**src/design/assert_macros.svh**
```systemverilog
// Assertion macros used by the top-level RTL file of the tilt block.
`ifndef ASSERT_MACROS_SVH
`define ASSERT_MACROS_SVH
`ifndef NO_ASSERTIONS
// Checked only while out of reset.
`define ATL_ASSERT(lbl, clk, rst_n, prop) \
    lbl: assert property (@(posedge clk) disable iff (!rst_n) prop) \
        else $error("assertion failed");
// Checked at every edge, reset included.
`define ATL_ASSERT_ALWAYS(lbl, clk, prop) \
    lbl: assert property (@(posedge clk) prop) else $error("assertion failed");
`else
`define ATL_ASSERT(lbl, clk, rst_n, prop)
`define ATL_ASSERT_ALWAYS(lbl, clk, prop)
`endif
`endif

```
**src/design/atl_pkg.sv**
```systemverilog
// Types, constants and the arctangent table of the tilt block.
`default_nettype none
package atl_pkg;

    localparam int WINDOW_LEN   = 10;
    localparam int CORDIC_STEPS = 16;
    localparam int TABLE_LEN    = 24;

    localparam int WIN_IDX_W = (WINDOW_LEN > 1) ? $clog2(WINDOW_LEN) : 1;
    localparam int ITER_W    = (CORDIC_STEPS > 1) ? $clog2(CORDIC_STEPS) : 1;

    localparam int SUM_W  = 21;
    localparam int DATA_W = 16;

    // Mean by reciprocal multiply, exact for every window sum in range.
    localparam int MEAN_SHIFT = 23;
    localparam int RECIP_W    = 24;
    localparam logic [RECIP_W-1:0] MEAN_RECIP =
        RECIP_W'((2 ** MEAN_SHIFT + WINDOW_LEN - 1) / WINDOW_LEN);

    // CORDIC datapath widths.
    localparam int VEC_W   = 38;
    localparam int ANG_W   = 25;
    localparam int RES_W   = 17;
    localparam int GAIN_W  = 32;
    localparam int PROD_W  = 49;

    localparam logic signed [GAIN_W-1:0] GAIN_Q30     = 32'sd1768195363;
    localparam logic signed [ANG_W-1:0]  HALF_TURN_Q8 = 25'sd4608000;
    localparam logic signed [ANG_W-1:0]  ROUND_Q8     = 25'sd128;
    localparam logic signed [RES_W-1:0]  ANG_HALF     = 17'sd18000;
    localparam logic signed [RES_W-1:0]  ANG_QUARTER  = 17'sd9000;

    typedef enum logic [1:0] {
        ST_IDLE,
        ST_ROLL,
        ST_PITCH,
        ST_DONE
    } atl_state_t;

    typedef struct packed {
        logic start;
        logic pitch_mode;
    } atl_cordic_cmd_t;

    typedef struct packed {
        logic busy;
        logic done;
    } atl_cordic_sts_t;

    function automatic logic signed [ANG_W-1:0] atan_q8(input logic [4:0] idx);
        logic signed [ANG_W-1:0] v;
        unique case (idx)
            5'd0:    v = 25'sd1152000;
            5'd1:    v = 25'sd680065;
            5'd2:    v = 25'sd359328;
            5'd3:    v = 25'sd182400;
            5'd4:    v = 25'sd91554;
            5'd5:    v = 25'sd45822;
            5'd6:    v = 25'sd22916;
            5'd7:    v = 25'sd11459;
            5'd8:    v = 25'sd5730;
            5'd9:    v = 25'sd2865;
            5'd10:   v = 25'sd1432;
            5'd11:   v = 25'sd716;
            5'd12:   v = 25'sd358;
            5'd13:   v = 25'sd179;
            5'd14:   v = 25'sd90;
            5'd15:   v = 25'sd45;
            5'd16:   v = 25'sd22;
            5'd17:   v = 25'sd11;
            5'd18:   v = 25'sd6;
            5'd19:   v = 25'sd3;
            5'd20:   v = 25'sd1;
            5'd21:   v = 25'sd1;
            default: v = 25'sd0;
        endcase
        return v;
    endfunction

endpackage
`default_nettype wire

```
**src/design/atl_cordic.sv**
```systemverilog
// Shared vectoring CORDIC unit, one micro-rotation per clock while busy.
`default_nettype none
module atl_cordic (
    input  wire logic                                aclk,
    input  wire logic                                aresetn,
    input  wire atl_pkg::atl_cordic_cmd_t            cmd,
    input  wire logic signed [atl_pkg::VEC_W-1:0]    x_in,
    input  wire logic signed [atl_pkg::VEC_W-1:0]    y_in,
    output atl_pkg::atl_cordic_sts_t                 sts,
    output logic signed [atl_pkg::VEC_W-1:0]         mag,
    output logic signed [15:0]                       angle
);
    localparam int VW = atl_pkg::VEC_W;
    localparam int AW = atl_pkg::ANG_W;
    localparam int RW = atl_pkg::RES_W;
    localparam int IW = atl_pkg::ITER_W;

    logic signed [VW-1:0] cx_reg, cy_reg;
    logic signed [AW-1:0] z_reg;
    logic [IW-1:0]        iter_reg;
    logic                 busy_reg, done_reg, mode_reg;
    logic                 x0neg_reg, x0zero_reg, y0zero_reg, y0pos_reg;

    logic signed [VW-1:0] dx, dy;
    logic signed [AW-1:0] step_ang;

    assign dx       = cy_reg >>> iter_reg;
    assign dy       = cx_reg >>> iter_reg;
    assign step_ang = atl_pkg::atan_q8(5'(iter_reg));

    always_ff @(posedge aclk) begin
        if (!aresetn) begin
            busy_reg <= 1'b0;
            done_reg <= 1'b0;
            iter_reg <= '0;
        end else if (cmd.start) begin
            busy_reg <= 1'b1;
            done_reg <= 1'b0;
            iter_reg <= '0;
        end else if (busy_reg) begin
            iter_reg <= iter_reg + 1'b1;
            if (iter_reg == IW'(atl_pkg::CORDIC_STEPS - 1)) begin
                busy_reg <= 1'b0;
                done_reg <= 1'b1;
            end
        end
    end

    always_ff @(posedge aclk) begin
        if (cmd.start) begin
            mode_reg   <= cmd.pitch_mode;
            x0neg_reg  <= x_in[VW-1];
            x0zero_reg <= (x_in == '0);
            y0zero_reg <= (y_in == '0);
            y0pos_reg  <= !y_in[VW-1];
            if (x_in[VW-1]) begin
                cx_reg <= -x_in;
                cy_reg <= -y_in;
                z_reg  <= y_in[VW-1] ? -atl_pkg::HALF_TURN_Q8 : atl_pkg::HALF_TURN_Q8;
            end else begin
                cx_reg <= x_in;
                cy_reg <= y_in;
                z_reg  <= '0;
            end
        end else if (busy_reg) begin
            if (!cy_reg[VW-1]) begin
                cx_reg <= cx_reg + dx;
                cy_reg <= cy_reg - dy;
                z_reg  <= z_reg + step_ang;
            end else begin
                cx_reg <= cx_reg - dx;
                cy_reg <= cy_reg + dy;
                z_reg  <= z_reg - step_ang;
            end
        end
    end

    logic signed [AW-1:0] zr;
    logic signed [RW-1:0] r, lim, rc;

    always_comb begin
        zr  = (z_reg + atl_pkg::ROUND_Q8) >>> 8;
        lim = mode_reg ? atl_pkg::ANG_QUARTER : atl_pkg::ANG_HALF;
        priority if (y0zero_reg) begin
            r = x0neg_reg ? atl_pkg::ANG_HALF : '0;
        end else if (x0zero_reg) begin
            r = y0pos_reg ? atl_pkg::ANG_QUARTER : -atl_pkg::ANG_QUARTER;
        end else begin
            r = zr[RW-1:0];
        end
        priority if (r > lim) begin
            rc = lim;
        end else if (r < -lim) begin
            rc = -lim;
        end else begin
            rc = r;
        end
    end

    assign angle     = rc[15:0];
    assign mag       = cx_reg;
    assign sts.busy  = busy_reg;
    assign sts.done  = done_reg;
endmodule
`default_nettype wire

```
**config.mk**
```make
export PLATFORM = sky130hd
export DESIGN_NAME = atl_cordic
export DESIGN_NICKNAME = d
export VERILOG_FILES = /design/src/design/assert_macros.svh /design/src/design/atl_pkg.sv /design/src/design/atl_cordic.sv
export SDC_FILE = /design/constraint.sdc
export NUM_CORES = 1
export LEC_CHECK = 0
export BUFFER_PORTS_ARGS = -buffer_cell sky130_fd_sc_hd__buf_2
export CORE_ASPECT_RATIO = 0.5
export CORE_MARGIN = 2
export CORE_UTILIZATION = 35
export DETAILED_ROUTE_END_ITERATION = 16
export SYNTH_ARGS = -nofsm -noshare
export SYNTH_HDL_FRONTEND = slang
export SYNTH_SLANG_ARGS = --single-unit
```
**constraint.sdc**
```tcl
create_clock -name aclk -period 6.63 [get_ports aclk]
set_input_delay 1.6575 -clock aclk [delete_from_list [all_inputs] [get_ports aclk]]
set_output_delay 1.6575 -clock aclk [all_outputs]
set_load 0.03 [all_outputs]
```
==> results.md <==
- Worst r2r path cells: 20
- MaxCap Viol Count: 0
- Initial Utilization: 35.57%
- Hold Crit Class: register to register
- Global-route wire length before repair: 98.03 mm
- Clock tree sinks: 133
- Root Driver: clkbuf_16
- Global Route Usage Sum: 20.86%
- Synth area leaders: edfxtp_1 16%, ha_1 8.0%, mux4_2 7.8%, xnor2_1 6.1%, nand2_1 4.8%
- Final Skew: 0.01446 ns
- Routed wire length: 62.56 mm
- Final hold vios: 0
- Reg-to-reg slack, setup: 0.39 ns
- Clock power frac: 7.9%
- Port bufs: 135
- Final worst path period share: 94.11%
- Routed vias/inst: 5.867
- Placed cell count: 3233
- Post-synth net total: 2626
- H-tree depth: 4
- Slew margin rel.: 33.72%
- Clk buf depth: 2
- Post-DP HPWL: 47.68 mm
- CP Capture Type: register
- Async set-reset flop share out of synthesis: 0%
- Psw: 6.970 mW
- Share of the synthesized area in the top cell type: 16.06%
- Post-Syn Area: 0.01982 mm²
- Fmax: 160.3 MHz
- Final Non-Filler Cells: 3268
- Die area: 0.05866 mm²
- Post-Syn Area per Cell: 8.200 µm²
- Number of synthesized register bits: 133
- Critical Path Fanout Max: 26
- DR top layer: met4
- Initial drt markers: 1742
- Initial antenna violation count: 1
- Sw Ratio: 51.90%
- Max incr delay on CP: 0.62 ns
- Met3 wire length: 4.186 mm
- Global route overflow: 0
- Layout area overhead: 10.76%
- Crit path launch: iter_reg[1]$_SDFFE_PP0P_
- Commonest cells post-synth: 252 x nand2_1, 187 x a21oi_1, 186 x nor2_1
- Static leakage: 8.643 nW
- R2R Path End: mag[22]$_DFFE_PP_
- Die height: 172.3 µm
- Max rail drop VDD: 241.0 µV
- Setup_tns: 0 ns
- Vias in the first global route: 17580
- Unique masters post-synth: 96
- Seq/Total Area, Yosys: 18.79%
- Sequential power share: 16.6%
- Number of enable flip-flop cells after synthesis: 106
- Critical Path RT: 6.80 ns
- Outcome: completed
- DR WL/cell: 19.14 µm
- PnR Total Power: 13.43 mW
- Combinational group share of total power: 75.5%
- Insertion delay to the later sink of the worst-skew pair: 0.46 ns
- CP Launch Type: register
- Internal: 6.461 mW
- Crit Path Category: register to register
- CP delay by family, top: compound AO/OA/AOI/OAI gates
- Warnings, synthesis: 0
- R2R Path Start: iter_reg[1]$_SDFFE_PP0P_
- Mapped Cells: 2417
- Worst Setup EP: mag[22]$_DFFE_PP_
- Antenna Nets Post-Route: 0
- Top-count cell post-synth: nand2_1
- Die X: 340.5 µm
- Fin Hold WS: 0.5391 ns
- CP bufs+invs: 2
- Wl on met1: 28.44 mm
- Num CTS Buffers: 17
- CP arrival: 6.41 ns
- PwrDens: 611.8 mW/mm²
- Worst path cell trace: buf_12, mux4_2, mux2i_1, mux2i_1, a211oi_2, and4_4, nor2b_1, nand2_1, and3_1, a2111oi_0, ha_1, inv_1, nor3_1, and3_1, a2bb2oi_1, a21oi_1, o21ai_0, nand2_1, a2111oi_0, a221oi_1
- Critical path's slowest cell: a2111oi_0
- Top FF cell, synth: edfxtp_1
- Hold wc startpoint: done_reg$_SDFFE_PP0P_
- Max Slew Vio Count: 0
- Critical path depth: 20
- Leading area contributor after synthesis: edfxtp_1
- Clk slew on worst S/H paths: 0.06 ns
- Core area: 0.05572 mm²
- Crit path time final: 6.239 ns
- Vias: 19170
- Post-CTS Hold Buffers: 0
- Largest net degree at the start of global routing: 75
- Fraction of layout cells with a size suffix above 1: 14.97%
- Final setup violation count: 0
- FP Rows: 61
- CTS tree: yes
- RSZ-0062 raised after global routing: false
- WL met2: 28.94 mm
- Final GP Congestion: 0.9204
- Worst-margin pin slew: 0.9851 ns
- Drt first pass iters: 5
- # DRC: 0
- # IOs: 136
- Final layout net count: 2707
==> tightest hold or removal path: cells and delay by family, from the launching register on <==
family / cells / cell delay [ns]
AOI/OAI and AO/OA: 1 / 0.06
and+or+nand+nor: 1 / 0.07
DFF: 1 / 0.37
==> final cells by class <==
type | count | area [µm²]
clock inverters | 13 | 180.2
repair buffers | 193 | 1155
inverters | 87 | 326.6
clock buffers | 19 | 442.9
multi-input cells | 2066 | 15160
flip-flops and latches | 133 | 3739
fillers | 5739 | 33760
diodes | 1 | 2.502
well taps | 756 | 945.9
==> kinds of logic after synthesis <==
logic type / Yosys count / synth area share (%)
DFF: 133 / 18.79
adders and majority gates: 129 / 8.257
muxes: 200 / 15.31
and+or+nand+nor: 779 / 18.89
AOI/OAI and AO/OA: 727 / 23.68
buffers and inverters: 218 / 4.791
xor gates and xnor gates: 231 / 10.28
==> timing repair <==
item	4_1_cts	5_1_grt
setup buffers	0	2
resized for setup	0	2
setup endpoints to repair	0	12
==> worst min path at each step <==
stage,endpoint,cells after the start
3_3_place_gp,done_reg$_SDFFE_PP0P_,2
5_1_grt,done_reg$_SDFFE_PP0P_,2
6_report,done_reg$_SDFFE_PP0P_,2
4_1_cts,done_reg$_SDFFE_PP0P_,2
2_1_floorplan,done_reg$_SDFFE_PP0P_,2
3_5_place_dp,done_reg$_SDFFE_PP0P_,2
==> power by group through the flow <==
| stage | Sequential (mW) | Clock, mW | Combinational [mW] |
|---|---|---|---|
| detailed placement | 2.21 | 0 | 10.0 |
| floorplan | 2.05 | 0 | 7.70 |
| global route | 2.26 | 1.11 | 11.3 |
| finish | 2.23 | 1.06 | 10.1 |
| CTS | 2.21 | 1.08 | 10.1 |
| global placement | 2.21 | 0 | 9.96 |
==> cells in the final DEF, fill, tap and decap left out, types with 13 or more instances in the layout <==
cell,Yosys,layout
o41ai_1,14,14
buf_2,25,134
nand4_1,15,15
or4_1,13,13
a21o_1,58,58
xor2_1,91,91
buf_4,8,55
a211oi_1,36,36
and3_1,30,30
a21oi_1,187,187
o21ai_0,174,174
nor3_1,59,58
xnor2_1,139,139
or2_2,14,13
ha_1,126,126
o31ai_1,46,46
a31oi_1,31,31
nand2_1,252,252
nand2b_1,26,26
nand3_1,57,57
nor2_1,186,186
mux4_2,69,69
dfxtp_1,27,23
mux2i_1,80,80
edfxtp_1,106,106
o21a_1,29,29
nor4_1,17,17
nor2b_1,29,29
mux2_2,42,42
clkbuf_16,0,17
o211ai_1,18,18
inv_1,85,85
and2_1,23,23
or3_1,19,19
==> routing by layer <==
layer	up-vias	track usage [%]
met5	-	0
met3	73	3.584
li1	9259	-
met1	9209	28.54
met2	632	34.46
met4	0	4.693
==> stage by stage <==
step                setup WS (ns)  instance area (µm²)  utilization, %
floorplan                  0.3710                19820               -
global placement           0.4498                21280           38.20
detailed placement         0.3311                21280           38.20
CTS                        0.3042                21910           39.32
global route             0.005696                21950           39.40
finish                     0.3907                21950           39.40
(Power assumes the default switching activity.)
